--- src/wspa_pkg.sv ---
// types and constants for the watch slot pool allocator
// no dependencies; imported by watch_slot_pool_allocator
package wspa_pkg;

    localparam int FUNC_W   = 2;
    localparam int NUM_W    = 5;
    localparam int CNT_W    = 6;
    localparam int STATUS_W = 2;
    localparam int S_DATA_W = 8;
    localparam int M_DATA_W = 16;

    localparam logic [FUNC_W-1:0] FN_ALLOC   = 2'd0;
    localparam logic [FUNC_W-1:0] FN_RELEASE = 2'd1;
    localparam logic [FUNC_W-1:0] FN_LOOKUP  = 2'd2;
    localparam logic [FUNC_W-1:0] FN_LIST    = 2'd3;

    localparam logic [STATUS_W-1:0] STS_OK         = 2'd0;
    localparam logic [STATUS_W-1:0] STS_POOL_EMPTY = 2'd1;
    localparam logic [STATUS_W-1:0] STS_NOT_ACTIVE = 2'd2;
    localparam logic [STATUS_W-1:0] STS_NO_ACTIVE  = 2'd3;

    typedef enum logic [6:0] {
        ST_IDLE     = 7'b0000001,
        ST_ALLOC    = 7'b0000010,
        ST_REL_RD   = 7'b0000100,
        ST_REL_FIX  = 7'b0001000,
        ST_REL_PUSH = 7'b0010000,
        ST_LIST     = 7'b0100000,
        ST_EMIT     = 7'b1000000
    } state_t;

endpackage

--- src/watch_slot_pool_allocator.sv ---
// slot pool allocator: lifo free list and newest-first active list in one link memory
// depends on wspa_pkg
// steps: lookup goes straight to the result; allocate reads the free head link, then relinks;
// release walks to the slot, relinks when it is not the head, then frees it; list emits
// one beat per cycle while m_tready allows; one item at a time, and release walks the link
// memory at one entry per cycle
// reset: free list 0,1,2,... and active list empty at once; link memory is not cleared,
// entries never written read as the next slot through per-entry valid bits
module watch_slot_pool_allocator #(
    parameter int POOL_SIZE = 32
) (
    input  logic                          clk,
    input  logic                          rst_n,
    input  logic                          s_tvalid,
    output logic                          s_tready,
    input  logic [wspa_pkg::S_DATA_W-1:0] s_tdata,   // requested_number
    input  logic [wspa_pkg::FUNC_W-1:0]   s_tuser,   // func
    output logic                          m_tvalid,
    input  logic                          m_tready,
    output logic [wspa_pkg::M_DATA_W-1:0] m_tdata,   // result_number, active_count
    output logic [wspa_pkg::STATUS_W-1:0] m_tuser,   // status
    output logic                          m_tlast
);
    import wspa_pkg::*;

    localparam int IDX_W  = (POOL_SIZE > 2) ? $clog2(POOL_SIZE) : 1;
    localparam int LINK_W = $clog2(POOL_SIZE + 1);
    localparam logic [LINK_W-1:0] NIL = LINK_W'(POOL_SIZE);

    logic [LINK_W-1:0] link_mem [POOL_SIZE];

    state_t                state_reg, state_next;
    logic [LINK_W-1:0]     free_head_reg, free_head_next;
    logic [LINK_W-1:0]     active_head_reg, active_head_next;
    logic [LINK_W-1:0]     total_reg, total_next;
    logic [POOL_SIZE-1:0]  active_flags_reg, active_flags_next;
    logic [POOL_SIZE-1:0]  link_valid_reg, link_valid_next;
    logic                  out_valid_reg, out_valid_next;

    logic [LINK_W-1:0]     cur_reg, cur_next;
    logic [LINK_W-1:0]     prev_reg, prev_next;
    logic [LINK_W-1:0]     nxt_reg, nxt_next;
    logic [IDX_W-1:0]      k_reg, k_next;
    logic [IDX_W-1:0]      req_idx_reg, req_idx_next;
    logic [NUM_W-1:0]      req_num_reg, req_num_next;
    logic [STATUS_W-1:0]   res_status_reg, res_status_next;
    logic [NUM_W-1:0]      res_num_reg, res_num_next;
    logic [STATUS_W-1:0]   out_status_reg, out_status_next;
    logic [NUM_W-1:0]      out_num_reg, out_num_next;
    logic [CNT_W-1:0]      out_count_reg, out_count_next;
    logic                  out_last_reg, out_last_next;

    logic [LINK_W-1:0]     rd_data_reg;
    logic                  rd_valid_reg;
    logic [IDX_W-1:0]      rd_addr_reg;

    logic                  rd_en;
    logic [IDX_W-1:0]      rd_addr;
    logic                  mem_we;
    logic [IDX_W-1:0]      wr_addr;
    logic [LINK_W-1:0]     wr_data;

    logic [LINK_W-1:0]     link_rd;
    logic                  out_free;
    logic                  in_beat;
    logic [IDX_W+NUM_W-1:0] req_ext;
    logic [IDX_W-1:0]      req_idx;
    logic                  req_in_range;
    logic                  req_active;
    logic [LINK_W+NUM_W-1:0] head_ext;
    logic [LINK_W+NUM_W-1:0] cur_ext;
    logic [LINK_W+CNT_W-1:0] total_ext;
    logic                  list_fin;

    assign link_rd      = rd_valid_reg ? rd_data_reg : LINK_W'(rd_addr_reg) + LINK_W'(1);
    assign out_free     = !out_valid_reg || m_tready;
    assign s_tready     = (state_reg == ST_IDLE);
    assign in_beat      = s_tvalid && s_tready;
    assign req_ext      = {{IDX_W{1'b0}}, s_tdata[NUM_W-1:0]};
    assign req_idx      = req_ext[IDX_W-1:0];
    assign req_in_range = req_ext < (IDX_W + NUM_W)'(POOL_SIZE);
    assign req_active   = req_in_range && active_flags_reg[req_idx];
    assign head_ext     = {{NUM_W{1'b0}}, free_head_reg};
    assign cur_ext      = {{NUM_W{1'b0}}, cur_reg};
    assign total_ext    = {{CNT_W{1'b0}}, total_reg};
    assign list_fin     = (link_rd == NIL) || (k_reg == IDX_W'(POOL_SIZE - 1));

    always_comb
    begin
        state_next        = state_reg;
        free_head_next    = free_head_reg;
        active_head_next  = active_head_reg;
        total_next        = total_reg;
        active_flags_next = active_flags_reg;
        link_valid_next   = link_valid_reg;
        out_valid_next    = out_valid_reg && !m_tready;
        cur_next          = cur_reg;
        prev_next         = prev_reg;
        nxt_next          = nxt_reg;
        k_next            = k_reg;
        req_idx_next      = req_idx_reg;
        req_num_next      = req_num_reg;
        res_status_next   = res_status_reg;
        res_num_next      = res_num_reg;
        out_status_next   = out_status_reg;
        out_num_next      = out_num_reg;
        out_count_next    = out_count_reg;
        out_last_next     = out_last_reg;
        rd_en             = 1'b0;
        rd_addr           = cur_reg[IDX_W-1:0];
        mem_we            = 1'b0;
        wr_addr           = req_idx_reg;
        wr_data           = free_head_reg;

        case (state_reg)
            ST_IDLE:
            begin
                if (in_beat)
                begin
                    req_idx_next = req_idx;
                    req_num_next = s_tdata[NUM_W-1:0];
                    state_next   = ST_EMIT;
                    case (s_tuser)
                        FN_ALLOC:
                        begin
                            if (free_head_reg == NIL)
                            begin
                                res_status_next = STS_POOL_EMPTY;
                                res_num_next    = '0;
                            end
                            else
                            begin
                                rd_en      = 1'b1;
                                rd_addr    = free_head_reg[IDX_W-1:0];
                                state_next = ST_ALLOC;
                            end
                        end
                        FN_RELEASE:
                        begin
                            if (!req_active)
                            begin
                                res_status_next = STS_NOT_ACTIVE;
                                res_num_next    = s_tdata[NUM_W-1:0];
                            end
                            else
                            begin
                                rd_en      = 1'b1;
                                rd_addr    = active_head_reg[IDX_W-1:0];
                                cur_next   = active_head_reg;
                                prev_next  = NIL;
                                state_next = ST_REL_RD;
                            end
                        end
                        FN_LOOKUP:
                        begin
                            res_status_next = req_active ? STS_OK : STS_NOT_ACTIVE;
                            res_num_next    = s_tdata[NUM_W-1:0];
                        end
                        FN_LIST:
                        begin
                            if (active_head_reg == NIL)
                            begin
                                res_status_next = STS_NO_ACTIVE;
                                res_num_next    = '0;
                            end
                            else
                            begin
                                rd_en      = 1'b1;
                                rd_addr    = active_head_reg[IDX_W-1:0];
                                cur_next   = active_head_reg;
                                k_next     = '0;
                                state_next = ST_LIST;
                            end
                        end
                        default:
                        begin
                            res_status_next = STS_NOT_ACTIVE;
                            res_num_next    = s_tdata[NUM_W-1:0];
                        end
                    endcase
                end
            end
            ST_ALLOC:
            begin
                // pop free head, push it on the active head
                mem_we           = 1'b1;
                wr_addr          = free_head_reg[IDX_W-1:0];
                wr_data          = active_head_reg;
                link_valid_next[free_head_reg[IDX_W-1:0]]   = 1'b1;
                active_flags_next[free_head_reg[IDX_W-1:0]] = 1'b1;
                free_head_next   = link_rd;
                active_head_next = free_head_reg;
                total_next       = total_reg + LINK_W'(1);
                res_status_next  = STS_OK;
                res_num_next     = head_ext[NUM_W-1:0];
                state_next       = ST_EMIT;
            end
            ST_REL_RD:
            begin
                if (cur_reg == LINK_W'(req_idx_reg))
                begin
                    nxt_next = link_rd;
                    if (prev_reg == NIL)
                    begin
                        state_next = ST_REL_PUSH;
                    end
                    else
                    begin
                        state_next = ST_REL_FIX;
                    end
                end
                else
                begin
                    prev_next = cur_reg;
                    cur_next  = link_rd;
                    rd_en     = 1'b1;
                    rd_addr   = link_rd[IDX_W-1:0];
                end
            end
            ST_REL_FIX:
            begin
                mem_we     = 1'b1;
                wr_addr    = prev_reg[IDX_W-1:0];
                wr_data    = nxt_reg;
                link_valid_next[prev_reg[IDX_W-1:0]] = 1'b1;
                state_next = ST_REL_PUSH;
            end
            ST_REL_PUSH:
            begin
                mem_we          = 1'b1;
                wr_addr         = req_idx_reg;
                wr_data         = free_head_reg;
                link_valid_next[req_idx_reg]   = 1'b1;
                active_flags_next[req_idx_reg] = 1'b0;
                free_head_next  = LINK_W'(req_idx_reg);
                if (prev_reg == NIL)
                begin
                    active_head_next = nxt_reg;
                end
                if (total_reg != '0)
                begin
                    total_next = total_reg - LINK_W'(1);
                end
                res_status_next = STS_OK;
                res_num_next    = req_num_reg;
                state_next      = ST_EMIT;
            end
            ST_LIST:
            begin
                if (out_free)
                begin
                    out_valid_next  = 1'b1;
                    out_status_next = STS_OK;
                    out_num_next    = cur_ext[NUM_W-1:0];
                    out_count_next  = total_ext[CNT_W-1:0];
                    out_last_next   = list_fin;
                    if (list_fin)
                    begin
                        state_next = ST_IDLE;
                    end
                    else
                    begin
                        cur_next = link_rd;
                        k_next   = k_reg + IDX_W'(1);
                        rd_en    = 1'b1;
                        rd_addr  = link_rd[IDX_W-1:0];
                    end
                end
            end
            ST_EMIT:
            begin
                if (out_free)
                begin
                    out_valid_next  = 1'b1;
                    out_status_next = res_status_reg;
                    out_num_next    = res_num_reg;
                    out_count_next  = total_ext[CNT_W-1:0];
                    out_last_next   = 1'b1;
                    state_next      = ST_IDLE;
                end
            end
            default:
            begin
                state_next = ST_IDLE;
            end
        endcase
    end

    always_ff @(posedge clk or negedge rst_n)
    begin
        if (!rst_n)
        begin
            state_reg        <= ST_IDLE;
            free_head_reg    <= '0;
            active_head_reg  <= NIL;
            total_reg        <= '0;
            active_flags_reg <= '0;
            link_valid_reg   <= '0;
            out_valid_reg    <= 1'b0;
        end
        else
        begin
            state_reg        <= state_next;
            free_head_reg    <= free_head_next;
            active_head_reg  <= active_head_next;
            total_reg        <= total_next;
            active_flags_reg <= active_flags_next;
            link_valid_reg   <= link_valid_next;
            out_valid_reg    <= out_valid_next;
        end
    end

    always_ff @(posedge clk)
    begin
        cur_reg        <= cur_next;
        prev_reg       <= prev_next;
        nxt_reg        <= nxt_next;
        k_reg          <= k_next;
        req_idx_reg    <= req_idx_next;
        req_num_reg    <= req_num_next;
        res_status_reg <= res_status_next;
        res_num_reg    <= res_num_next;
        out_status_reg <= out_status_next;
        out_num_reg    <= out_num_next;
        out_count_reg  <= out_count_next;
        out_last_reg   <= out_last_next;
    end

    // link memory, one read and one write port, registered read
    always_ff @(posedge clk)
    begin
        if (mem_we)
        begin
            link_mem[wr_addr] <= wr_data;
        end
        if (rd_en)
        begin
            rd_data_reg  <= link_mem[rd_addr];
            rd_valid_reg <= link_valid_reg[rd_addr];
            rd_addr_reg  <= rd_addr;
        end
    end

    assign m_tvalid = out_valid_reg;
    assign m_tuser  = out_status_reg;
    assign m_tdata  = {{(M_DATA_W - NUM_W - CNT_W){1'b0}}, out_count_reg, out_num_reg};
    assign m_tlast  = out_last_reg;

    a_total_bound: assert property (@(posedge clk) disable iff (!rst_n)
        total_reg <= LINK_W'(POOL_SIZE))
        else $error("active total beyond pool size");

    a_flags_match_total: assert property (@(posedge clk) disable iff (!rst_n)
        $countones(active_flags_reg) == int'(total_reg))
        else $error("active flags disagree with active total");

    a_free_empty_full: assert property (@(posedge clk) disable iff (!rst_n)
        (free_head_reg == NIL) == (total_reg == LINK_W'(POOL_SIZE)))
        else $error("free list empty state disagrees with active total");

    a_active_empty: assert property (@(posedge clk) disable iff (!rst_n)
        (active_head_reg == NIL) == (total_reg == '0))
        else $error("active list empty state disagrees with active total");

    a_walk_not_nil: assert property (@(posedge clk) disable iff (!rst_n)
        (state_reg == ST_REL_RD) |-> (cur_reg != NIL))
        else $error("release walk ran off the active list");

endmodule

--- config.mk ---
export PLATFORM = sky130hd
export DESIGN_NAME = watch_slot_pool_allocator
export DESIGN_NICKNAME = d
export VERILOG_FILES = /design/src/wspa_pkg.sv /design/src/watch_slot_pool_allocator.sv
export SDC_FILE = /design/constraint.sdc
export NUM_CORES = 1
export LEC_CHECK = 0
export ABC_AREA = 1
export BUFFER_PORTS_ARGS = -buffer_cell sky130_fd_sc_hd__clkbuf_2
export CAP_MARGIN = 20
export CORE_ASPECT_RATIO = 1.2
export CORE_MARGIN = 2
export CORE_UTILIZATION = 40
export CTS_CLUSTER_SIZE = 14
export DETAILED_ROUTE_END_ITERATION = 12
export RECOVER_POWER = 25
export SYNTH_ARGS = -nofsm -noshare
export SYNTH_HDL_FRONTEND = slang
export SYNTH_SLANG_ARGS = --single-unit
--- constraint.sdc ---
create_clock -name clk -period 8.25 [get_ports clk]
set_input_delay 0.4125 -clock clk [delete_from_list [all_inputs] [get_ports clk]]
set_output_delay 0.4125 -clock clk [all_outputs]
set_load 0.01 [all_outputs]
### Word-level counts from Yosys, hierarchy flattened

Memory sizes are Yosys's and may differ from the RTL's. A register that Yosys moved wholly into a read port is not among the register bits.
Cells that the tools add are included.

* memories kept: 1
* input bits: 14
* ROM bits: 0
* register bits after elaboration: 145
* output and inout bits: 21
* memory bits (writable): 192
* bits in latches: 0

Memory list
* link_mem: depth 32, width 6, read ports 1, clocked after Yosys merged registers in 1, wr ports 1, line watch_slot_pool_allocator.sv:30 `logic [LINK_W-1:0] link_mem [POOL_SIZE];`

* mux-type cells: 95
* multiply operators: 0
* shifts and indexed selects: 0
* equality and inequality tests: 35
* order comparisons: 9
* reduce and logical (&&, ||, !) cells: 35
* bitwise logic cells: 6
* div/mod/pow operators: 0
* $add $sub $neg: 4

Operators by type and width (number)
* 32-bit bitwise OR: 4
* 32-bit one-hot mux with 3 select lines: 1
* 5-bit 2-to-1 mux: 19
* 6-bit 2-to-1 mux: 13
* 6-bit one-hot mux with 2 select lines: 6
* 32-bit one-hot mux with 2 select lines: 1
* 7-bit 2-to-1 mux: 8
* 5-bit one-hot mux with 3 select lines: 3
* 7-bit one-hot mux with 6 select lines: 1
* 5-bit by 6-bit < comparator with 1-bit output, second input constant: 6
* 32-bit AND: 1
* 32-bit inverter: 1
* 5-bit one-hot mux with 2 select lines: 3
* 6-bit equality test, second input constant: 4
* 7-bit one-hot mux with 3 select lines: 1
* 5-bit one-hot mux with 4 select lines: 1
* 5-bit AND reduction: 4
* 1-bit 2-to-1 mux: 19
* 2-bit inequality test, second input constant: 9
* 6-bit one-hot mux with 3 select lines: 1
* 1-bit demux with 5-bit select: 3
* 5-bit by 1-bit greater-or-equal comparator with 1-bit output, second input constant: 3
* 3-bit inequality test, second input constant: 5
* 2-bit 2-to-1 mux: 7
* other kinds (35): 60

### Longest topological paths before layout

Gate-level depths: netlist (run 1).

* depth after elaboration: 9
* mapped depth: 26
* mapped depth without buffers: 23

### Worst setup path after synthesis (run 1)

OpenSTA, ideal clock, no wires.

* path kind: register -> register
* start: reg state_reg[5]
* end: mem link_mem[0][0] (netlist bit) (data pin)
* buffers on the path: 1
* cell stages (with the launch flop): 7
* clock period less this slack: 2.979 ns
* arrival: 2.589 ns
* slack: 5.271 ns
* setup time: 0.390 ns
* cell sequence: dfrtp_1 -> inv_2 -> nand3_2 -> nor4_2 -> clkinv_1 -> clkbuf_1 -> o221ai_1

* longest elaborated chain between the ends: 2

RTL lines
* start, declared: line watch_slot_pool_allocator.sv:32 `state_t state_reg, state_next;`
* start signal, assigned: line watch_slot_pool_allocator.sv:303 `state_reg <= state_next;`
* 7-bit by 4-bit equality test with 1-bit output / 7-bit by 2-bit equality test with 1-bit output (equally long branches): line watch_slot_pool_allocator.sv:115 `case (state_reg)`
* 6-bit one-hot mux with 2 select lines *: line watch_slot_pool_allocator.sv:115
* named net wr_data[0]: line watch_slot_pool_allocator.sv:61 `logic [LINK_W-1:0] wr_data;`
* end, declared: line watch_slot_pool_allocator.sv:30

The timed path passes the listed nets; every way through them passes the cells marked *.

### Worst setup path after layout (run 1)

* start: reg state_reg[5]
* end: reg rd_data_reg[0] (read register of link_mem) (data pin)

* longest elaborated chain between the ends: 4

RTL lines
* 7-bit by 1-bit equality test with 1-bit output: line watch_slot_pool_allocator.sv:77, watch_slot_pool_allocator.sv:115
* 1-bit logical AND: line watch_slot_pool_allocator.sv:78 `assign in_beat = s_tvalid && s_tready;`
* 5-bit 2-to-1 mux / 1-bit 2-to-1 mux (equally long branches): line watch_slot_pool_allocator.sv:118 `if (in_beat)`
* 5-bit one-hot mux with 3 select lines / 1-bit one-hot mux with 3 select lines (equally long branches): line watch_slot_pool_allocator.sv:115
* end, declared: line watch_slot_pool_allocator.sv:53 `logic [LINK_W-1:0] rd_data_reg;`

Parallel ways exist; a longest one is shown, timed or not.
A chain may end at the register's enable or synchronous reset.

==> metrics.yaml, run 1 <==
ant_nets: 0
synth_enable_flop_cells: 253
synth_area_per_cell_um2: 9.33
grt_remaining_overflow: 0
power_report.internal_total_uw: 4060
grt_first_pass_wirelength_um: 69100
worst_clock_skew_ns: 0.0244
slew-limit-headroom_pct: -81.0
hold_viol: 0
die_w_um: 192
number_of_warnings_issued_by_yosys: 0
p_sw_share_pct: 43.5
critical_path.max_fanout: 86
cts_clk_pin_slew_worst_paths_ns: 0.06
chipHeight_um: 230
outcome: "finished with violations"
ctsHoldBuffers: 1
num_antenna_cells: 0
drt-pass1-iter-count: 5
largest_register_ffs: 192
latest_clock_arrival_within_the_worst_skew_pair_ns: 0.54
gp_congestion: 0.927
viasPerCell: 5.32
first_global_vias: 12307
maxSlewViolCount: 93
timing.setup.tns_ns: 0
cts_made_buffers: 36
floorplan.core_area_mm2: 0.0419
maximum_number_of_pins_on_one_net_before_global_route_repair: 87
maxCapViolations: 2
synthFlopType: "edfxtp_1"
floorplan.initialDensity_pct: 40.7
io_pins: 35
cp_cell_sequence: "inv_1 -> nand3_1 -> nor4_1 -> inv_1 -> nor2_1 -> nor2_1 -> nand2_2 -> nand2_2 -> nand2_4 -> nand2_4 -> buf_4 -> nand2_1 -> nand3_1 -> nand3_1 -> nand3_1 -> nand2_1 -> nand2_1 -> nand2_1"
vdd.ir_drop.worst_mv: 0.252
timing.critical_path.to_type: "flip-flop"
floorplan.die_area_mm2: 0.0443
hold_path.class: "in -> reg"
share_seq_of_total_power_pct: 32.9
final_routed_wirelength_um: 43900
clockPowerShare_pct: 23.4
worst-setup-path-type: "reg -> reg"
cp.required_ns: 8.65
area_growth_pct: 9.79
worstMarginPinSlew_ns: 2.71
post-synth-top-area-cell: "edfxtp_1"
final_net_count: 1849
critPathMaxStageDelay_ns: 0.72
gr-usage-all-layers_pct: 20.1
max_freq_ghz: 0.187
drc: 0
flop_and_latch_count_out_of_synthesis: 343
synth_top_area_share_pct: 44.6
fin_util_pct: 44.7
p_sw_uw: 3120
placementRows: 82
yosysMostFrequentCell: "nand2_1"
synth.top_cells.by_count: "nand2_1 (322), nand3_1 (303), inv_1 (270)"
seq_area_frac_synth_pct: 57.8
power.density_mw_per_mm2: 384
number_of_antenna_violations_at_the_first_check_in_global_routing: 0
clock_tree_from_tritoncts: "built"
clock_tree.buffer_depth: 3
cts_root_buf: "clkbuf_16"
drt-wirelength-per-cell_um: 18.3
cts_setup_buffers: 0
share_of_cells_above_drive_strength_1_pct: 6.27
detailroute.via_count: 12752
place.detailed.hpwl_um: 29100
buffer_ports.inserted: 26
synthDistinctLibCells: 59
postSynth.asyncResetShare_pct: 26.2
launching_element_type_of_the_critical_path: "flip-flop"
cts.sinks: 343
setup_viol: 0
unrepaired_setup_endpoints_after_global_routing: "false"
synthTopCellsByArea: "edfxtp_1 (45%), dfrtp_1 (13%), nand3_1 (8.9%), nand2_1 (7.1%), inv_1 (6.0%)"
fin_crit_sh_pct: 64.9
finalCriticalPeriod_ns: 5.36
worst-endpoint-arrival_ns: 5.76
cpMaxStageDelayCell: "nand2_4"
syn_inst: 1826
drt-initial-drc-count: 1206
synth.cell_area_mm2: 0.0170
static_leakage_power_uw: 0.00772
failing_checks: "max-capacitance violations, max-slew violations"
post_cts_resized: 0
pwr-share-comb_pct: 43.7
cts_max_level: 2
## cell usage in the layout, fill, tap and decap left out, drive strengths merged, types with 2 or more instances in the layout
master,count
clkbuf,68
ha,11
a22o,2
xor2,4
o221ai,12
clkinv,18
nand4,2
dfstp,2
inv,290
nand3,305
bufinv,6
edfxtp,253
conb,5
nand2,334
o311ai,5
o21ai,122
o22ai,9
or2,2
o211ai,5
o31ai,5
nand3b,60
a21oi,18
a221oi,18
nor3b,2
xnor2,2
dfrtp,88
o2111ai,2
buf,18
a2111oi,2
nor2,124
a31oi,6
nor4,5
nor3,33
## power by group through the flow
stage / Combinational (µW) / Clock, µW / Sequential [µW]
floorplan: 2330 / 0 / 2330
global placement: 3120 / 0 / 2390
detailed placement: 3150 / 0 / 2400
CTS: 3160 / 1710 / 2360
global route: 3490 / 1770 / 2380
finish: 3140 / 1680 / 2360
## kinds of logic after synthesis
kind of cell / after synthesis / share of synthesized area (%)
AND/OR/NAND/NOR: 868 / 23.8
buffers and inverters: 383 / 9.34
flip-flops: 343 / 57.8
AO/OA/AOI/OAI: 212 / 7.69
adder cells (fa/ha/maj): 12 / 0.926
XOR/XNOR: 6 / 0.309
other: 1 / 0.0220
multiplexers: 1 / 0.0661
## area by class of cell
class	instances	area (µm²)
Clock buffer	40	916
Clock inverter	24	295
Fill cell	4036	23200
Inverter	291	1090
Multi-Input combinational cell	1104	5580
Sequential cell	343	9850
Tap cell	546	683
Timing Repair Buffer	47	275
## final timing paths
path                                      to  cells past startpoint  slack (ns)               from
max reg2reg                   rd_data_reg[0]                     18        2.89       state_reg[5]
max in group asynchronous  link_valid_reg[7]                      3        3.70              rst_n
min reg2reg                link_valid_reg[4]                      2        0.45  link_valid_reg[4]
max                           rd_data_reg[0]                     18        2.89       state_reg[5]
min                           req_num_reg[4]                      1        0.15         s_tdata[4]
min in group asynchronous       total_reg[0]                      2        1.28              rst_n
## metrics by stage
stage	hold slack [ns]	power [µW]	cells	setup slack, ns	cell area [µm²]
finish	0.146	7180	2395	2.89	18700
global route	0.163	7640	2395	2.53	18700
CTS	0.0841	7230	2393	3.15	18800
detailed placement	0.439	5540	2328	3.19	17600
global placement	0.436	5510	2328	3.25	17600
floorplan	0.117	4660	1830	5.27	17000
## routing by layer
| layer | GRT usage, % | share of wire, % | up-vias |
|---|---|---|---|
| li1 | - | - | 6152 |
| met1 | 25.7 | 42 | 6074 |
| met2 | 34.7 | 49 | 423 |
| met3 | 2.58 | 5.5 | 103 |
| met4 | 7.13 | 3.4 | 0 |
| met5 | 0 | 0 | - |
## worst max-delay path: cells and delay by family (launching register included)
kind | cells | cell delay (ns)
simple gates | 15 | 3.75
buf+inv | 3 | 0.95
flops | 1 | 0.42
Power figures use the tool's default switching activity.
==> run 2, diff against run 1 <==
Clock period 8.25 ns to 4.82 ns, I/O delays scaled along.
==> run 2 against run 1 <==
Against the previous run:
- clock skew increased by 0.0026 ns
- critical path depth decreased by 1
- core utilization increased by 0.22 points
- the run still ends with max-capacitance violations, max-slew violations left
- maximum frequency increased by 30%
- non-clock buffer count increased by 10
==> metrics.yaml, run 2 (synthesis results as in run 1) <==
outcome: "finished with violations"
failing_checks: "max-capacitance violations, max-slew violations"
setup_viol: 0
share_of_cells_above_drive_strength_1_pct: 6.92
number_of_antenna_violations_at_the_first_check_in_global_routing: 0
clock_tree_from_tritoncts: "built"
drc: 0
vdd.ir_drop.worst_mv: 0.545
worst-r2r-cell-count: 17
final_routed_wirelength_um: 44300
die_w_um: 192
grt_first_pass_wirelength_um: 70000
chipHeight_um: 230
max_freq_ghz: 0.243
grt_remaining_overflow: 0
worstMarginPinSlew_ns: 1.92
min_path_cells: 4
layout.cells.most_common_list: "nand2_1 (325), nand3_1 (304), inv_1 (273)"
gp_congestion: 0.989
timing.hold.worst.start: "s_tvalid"
slew-limit-headroom_pct: -27.9
placementRows: 82
worstReg2RegStart: "rd_valid_reg"
post_cts_resized: 0
first_global_vias: 12720
cts_setup_buffers: 0
fin_crit_sh_pct: 85.2
crit-reg2reg-capture: "rd_data_reg[0]"
worst-endpoint-arrival_ns: 4.40
critical_path.max_fanout: 28
rrSetupSlack_ns: 0.71
worst-setup-path-type: "reg -> reg"
most_common_library_cell_in_the_layout_ignoring_fill_and_taps: "nand2_1"
floorplan.core_area_mm2: 0.0419
detailroute.via_count: 12954
gr-usage-all-layers_pct: 20.4
largest_register_ffs: 192
cts_clk_pin_slew_worst_paths_ns: 0.06
drt-pass1-iter-count: 5
drt-initial-drc-count: 1057
place.detailed.hpwl_um: 29700
worst_hold_path.endpoint: "state_reg[0]"
total_power_uw: 12200
io_pins: 35
timing.critical_path.to_type: "flip-flop"
ant_nets: 0
viasPerCell: 5.37
launching_element_type_of_the_critical_path: "flip-flop"
area_growth_pct: 10.3
clock_tree.buffer_depth: 3
ctsHoldBuffers: 4
hold_path.class: "in -> reg"
cts_root_buf: "clkbuf_16"
maxSlewViolCount: 77
hold_viol: 0
buffer_ports.inserted: 26
cts.sinks: 343
finalCriticalPeriod_ns: 4.11
num_antenna_cells: 0
floorplan.die_area_mm2: 0.0443
static_leakage_power_uw: 0.00775
worst_clock_skew_ns: 0.0270
power.density_mw_per_mm2: 652
timing.setup.tns_ns: 0
cp.required_ns: 5.12
unrepaired_setup_endpoints_after_global_routing: "false"
final_net_count: 1861
latest_clock_arrival_within_the_worst_skew_pair_ns: 0.55
cts_max_level: 2
drt-wirelength-per-cell_um: 18.4
cts_made_buffers: 38
floorplan.initialDensity_pct: 40.7
maximum_number_of_pins_on_one_net_before_global_route_repair: 113
maxCapViolations: 1
-- run 2: how the worst max path moves through the flow --
| stage | startpoint | end | slack (ns) | cells past startpoint |
|---|---|---|---|---|
| 2_1_floorplan | state_reg[5] | link_mem[0][0] | 1.84 | 6 |
| 3_3_place_gp | s_tdata[0] | rd_data_reg[1] | 1.03 | 21 |
| 3_5_place_dp | s_tdata[0] | rd_data_reg[1] | 1.0 | 21 |
| 4_1_cts | rd_addr_reg[0] | rd_data_reg[3] | 1.03 | 19 |
| 5_1_grt | rd_valid_reg | rd_data_reg[0] | 0.34 | 17 |
| 6_report | rd_valid_reg | rd_data_reg[0] | 0.71 | 17 |
-- run 2: final cells by class --
cell class                 instances  area, µm²
clock buffer                      49       1000
clock inverter                    21        153
fill                            4030      23100
inverter                         291       1090
multi-input combinational       1104       5630
sequential                       343       9850
tap                              546        683
timing repair buffer              57        377
-- run 2: critical path, cell delays in order, from the launching register on --
cell and delay [ns]:
edfxtp_1 0.52, inv_2 0.09, o21ai_0 0.67, nand2_1 0.10
nor2_1 0.13, nand2_1 0.17, nand3_2 0.11, nand2_1 0.06
nand2_1 0.15, o32ai_1 0.10, a21oi_1 0.16, nand2_1 0.40
inv_2 0.63, nand3_1 0.20, nand3_1 0.14, nand2_1 0.09
nand2_1 0.07, nand2_1 0.05
-- run 2: stage by stage --
stage | std cells | worst slack (ns) | hold slack, ns | cell area (µm²) | utilization, %
4_1_cts | 2410 | 1.03 | 0.0607 | 18800 | 45.0
3_5_place_dp | 2336 | 0.996 | 0.113 | 17600 | 42.1
6_report | 2411 | 0.712 | 0.0666 | 18800 | 44.9
3_3_place_gp | 2336 | 1.03 | 0.114 | 17600 | 42.1
5_1_grt | 2411 | 0.343 | 0.0850 | 18800 | 44.9
2_1_floorplan | 1830 | 1.84 | -0.0546 | 17000 | -
-- run 2: power by group --
| group | switching [µW] | internal [µW] |
|---|---|---|
| combinational | 3960 | 1510 |
| sequential | 259 | 3790 |
| clock | 1190 | 1540 |
-- run 2: routing by layer --
layer / global-route usage (%) / part of all wire (%)
met1: 25.3 / 41
met2: 35.6 / 50
met3: 2.92 / 5.4
met4: 8.37 / 3.7
met5: 0 / 0
==> run 3, diff against run 2 <==
Settings changed: CORE_MARGIN 2 to unset, CORE_UTILIZATION 40 to 25, RECOVER_POWER 25 to 100.
==> run 3 against run 2 <==
Against the previous run:
- the run still ends with max-capacitance violations, max-slew violations left
- critical path depth shrank 7
- worst hold slack better by 0.033 ns
- power rose by 0.43%
- critical endpoint is now link_mem[7][4]
- highest routed layer unchanged
- critical path type unchanged
- count of clock-buffer cells in the layout is 4 higher
- sequential power about the same
==> metrics.yaml, run 3 (synthesis results as in run 1) <==
static_leakage_power_uw: 0.00774
share_seq_of_total_power_pct: 32.9
p_sw_uw: 5340
unrepaired_setup_endpoints_after_global_routing: "false"
clockPowerShare_pct: 23.2
drt-pass1-iter-count: 5
hold_path.class: "in -> reg"
min_path_cells: 4
fin_ws_ns: 0.520
worst_clock_skew_ns: 0.0240
area_growth_pct: 12.6
cp.required_ns: 4.99
failing_checks: "max-capacitance violations, max-slew violations"
launching_element_type_of_the_critical_path: "flip-flop"
slew-limit-headroom_pct: -26.5
crit_path_from: "state_reg[5]"
timing.critical_path.to_type: "flip-flop"
vdd.ir_drop.worst_mv: 0.527
number_of_antenna_violations_at_the_first_check_in_global_routing: 0
fin_util_pct: 28.5
crit_end: "link_mem[7][4]"
cpMaxStageDelayCell: "nor2_1"
p_sw_share_pct: 43.4
worst-r2r-cell-count: 10
hold_viol: 0
post-place-ws_ns: 0.918
cp_common_cell: "nor2_1"
buffer_ports.inserted: 26
fillerInstances: 7073
io_pins: 35
final_routed_wirelength_um: 44500
worstMarginPinSlew_ns: 1.90
cts.sinks: 343
maximum_number_of_pins_on_one_net_before_global_route_repair: 113
critical_path.max_fanout: 17
detailroute.via_count: 12929
finalCriticalPeriod_ns: 4.30
clock_tree_from_tritoncts: "built"
chipHeight_um: 288
grt_first_pass_wirelength_um: 69900
viasPerCell: 4.69
outcome: "finished with violations"
timing.critical_path.max_delay_family: "simple AND/OR/NAND/NOR gates"
maxSlewViolCount: 76
fin_crit_sh_pct: 89.2
latest_clock_arrival_within_the_worst_skew_pair_ns: 0.54
critical_path_buf_inv_count: 4
power_report.internal_total_uw: 6960
drc: 0
floorplan.initialDensity_pct: 25.3
floorplan.die_area_mm2: 0.0692
power.density_mw_per_mm2: 641
gp_congestion: 0.890
total_power_uw: 12300
worst-setup-path-type: "reg -> reg"
max_freq_ghz: 0.233
layout.cells.most_common_list: "nand2_1 (326), nand3_1 (305), inv_1 (275)"
cts_made_buffers: 38
largest_register_ffs: 192
clock_tree.buffer_depth: 3
num_antenna_cells: 0
pwr-share-comb_pct: 43.9
grt_remaining_overflow: 0
drt-initial-drc-count: 1227
ant_nets: 0
worstReg2RegStart: "state_reg[5]"
drt-wirelength-per-cell_um: 16.1
final_net_count: 1858
gr-usage-all-layers_pct: 12.9
worst-endpoint-arrival_ns: 4.47
crit-reg2reg-capture: "link_mem[7][4]"
dpl-instance-area_mm2: 0.0181
finalInstanceArea_mm2: 0.0192
placementRows: 104
share_of_cells_above_drive_strength_1_pct: 5.97
cts_setup_buffers: 0
rrSetupSlack_ns: 0.52
maxCapViolations: 1
first_global_vias: 12700
critPathMaxStageDelay_ns: 0.76
floorplan.core_area_mm2: 0.0673
cp_cell_sequence: "inv_1 -> nand3_1 -> nor4_1 -> clkbuf_1 -> nor2_1 -> inv_1 -> nor2_1 -> clkinv_1 -> nand3_1 -> nor2_1"
most_common_library_cell_in_the_layout_ignoring_fill_and_taps: "nand2_1"
setup_viol: 0
ctsHoldBuffers: 3
timing.setup.tns_ns: 0
post_cts_resized: 0
place.detailed.hpwl_um: 30300
cts_root_buf: "clkbuf_16"
worst-path-stages: 10
cts_max_level: 2
cts_clk_pin_slew_worst_paths_ns: 0.06
die_w_um: 240
run 3: worst min-delay path by stage:
stage | to | slack [ns] | from
2_1_floorplan | active_flags_reg[0] | -0.05 | rst_n
3_3_place_gp | active_flags_reg[18] | 0.12 | rst_n
3_5_place_dp | active_flags_reg[18] | 0.12 | rst_n
4_1_cts | req_num_reg[2] | 0.02 | s_tdata[2]
5_1_grt | res_status_reg[1] | 0.12 | s_tuser[1]
6_report | state_reg[0] | 0.1 | s_tvalid
run 3: through the flow:
step,instances,hold WS (ns)
2_1_floorplan,1830,-0.0546
4_1_cts,2759,0.0198
3_3_place_gp,2690,0.119
6_report,2759,0.0992
3_5_place_dp,2690,0.122
5_1_grt,2759,0.119
run 3: power by group through the flow:
stage | registers [µW] | logic [µW] | clock network [µW]
6_report | 4040 | 5400 | 2860
5_1_grt | 4070 | 5980 | 3020
4_1_cts | 4040 | 5490 | 2920
3_5_place_dp | 4100 | 5470 | 0
3_3_place_gp | 4090 | 5400 | 0
2_1_floorplan | 3990 | 3990 | 0
run 3: area by class of cell:
cell class / count / area [µm²] / area share (%)
well taps: 901 / 1130 / 5.88
multi-input cells: 1104 / 5580 / 29.1
clock buffers: 53 / 1070 / 5.58
repair buffers: 54 / 317 / 1.65
flip-flops and latches: 343 / 9850 / 51.4
inverters: 291 / 1090 / 5.71
clock inverters: 13 / 141 / 0.737
run 3: metal layers:
layer	share of wire, %	track usage, %	vias to the layer above	wire length [µm]
li1	-	-	6174	-
met1	40	15.0	6145	17700
met2	50	22.9	478	22100
met3	5.9	1.99	132	2610
met4	4.5	6.24	0	1990
met5	0	0	-	0
run 3: worst reg2reg max path: cells and delay by family (launching register included):
| kind | cells | cell delay [ns] |
|---|---|---|
| and+or+nand+nor | 6 | 2.10 |
| buffers and inverters | 4 | 1.42 |
| DFF | 1 | 0.42 |
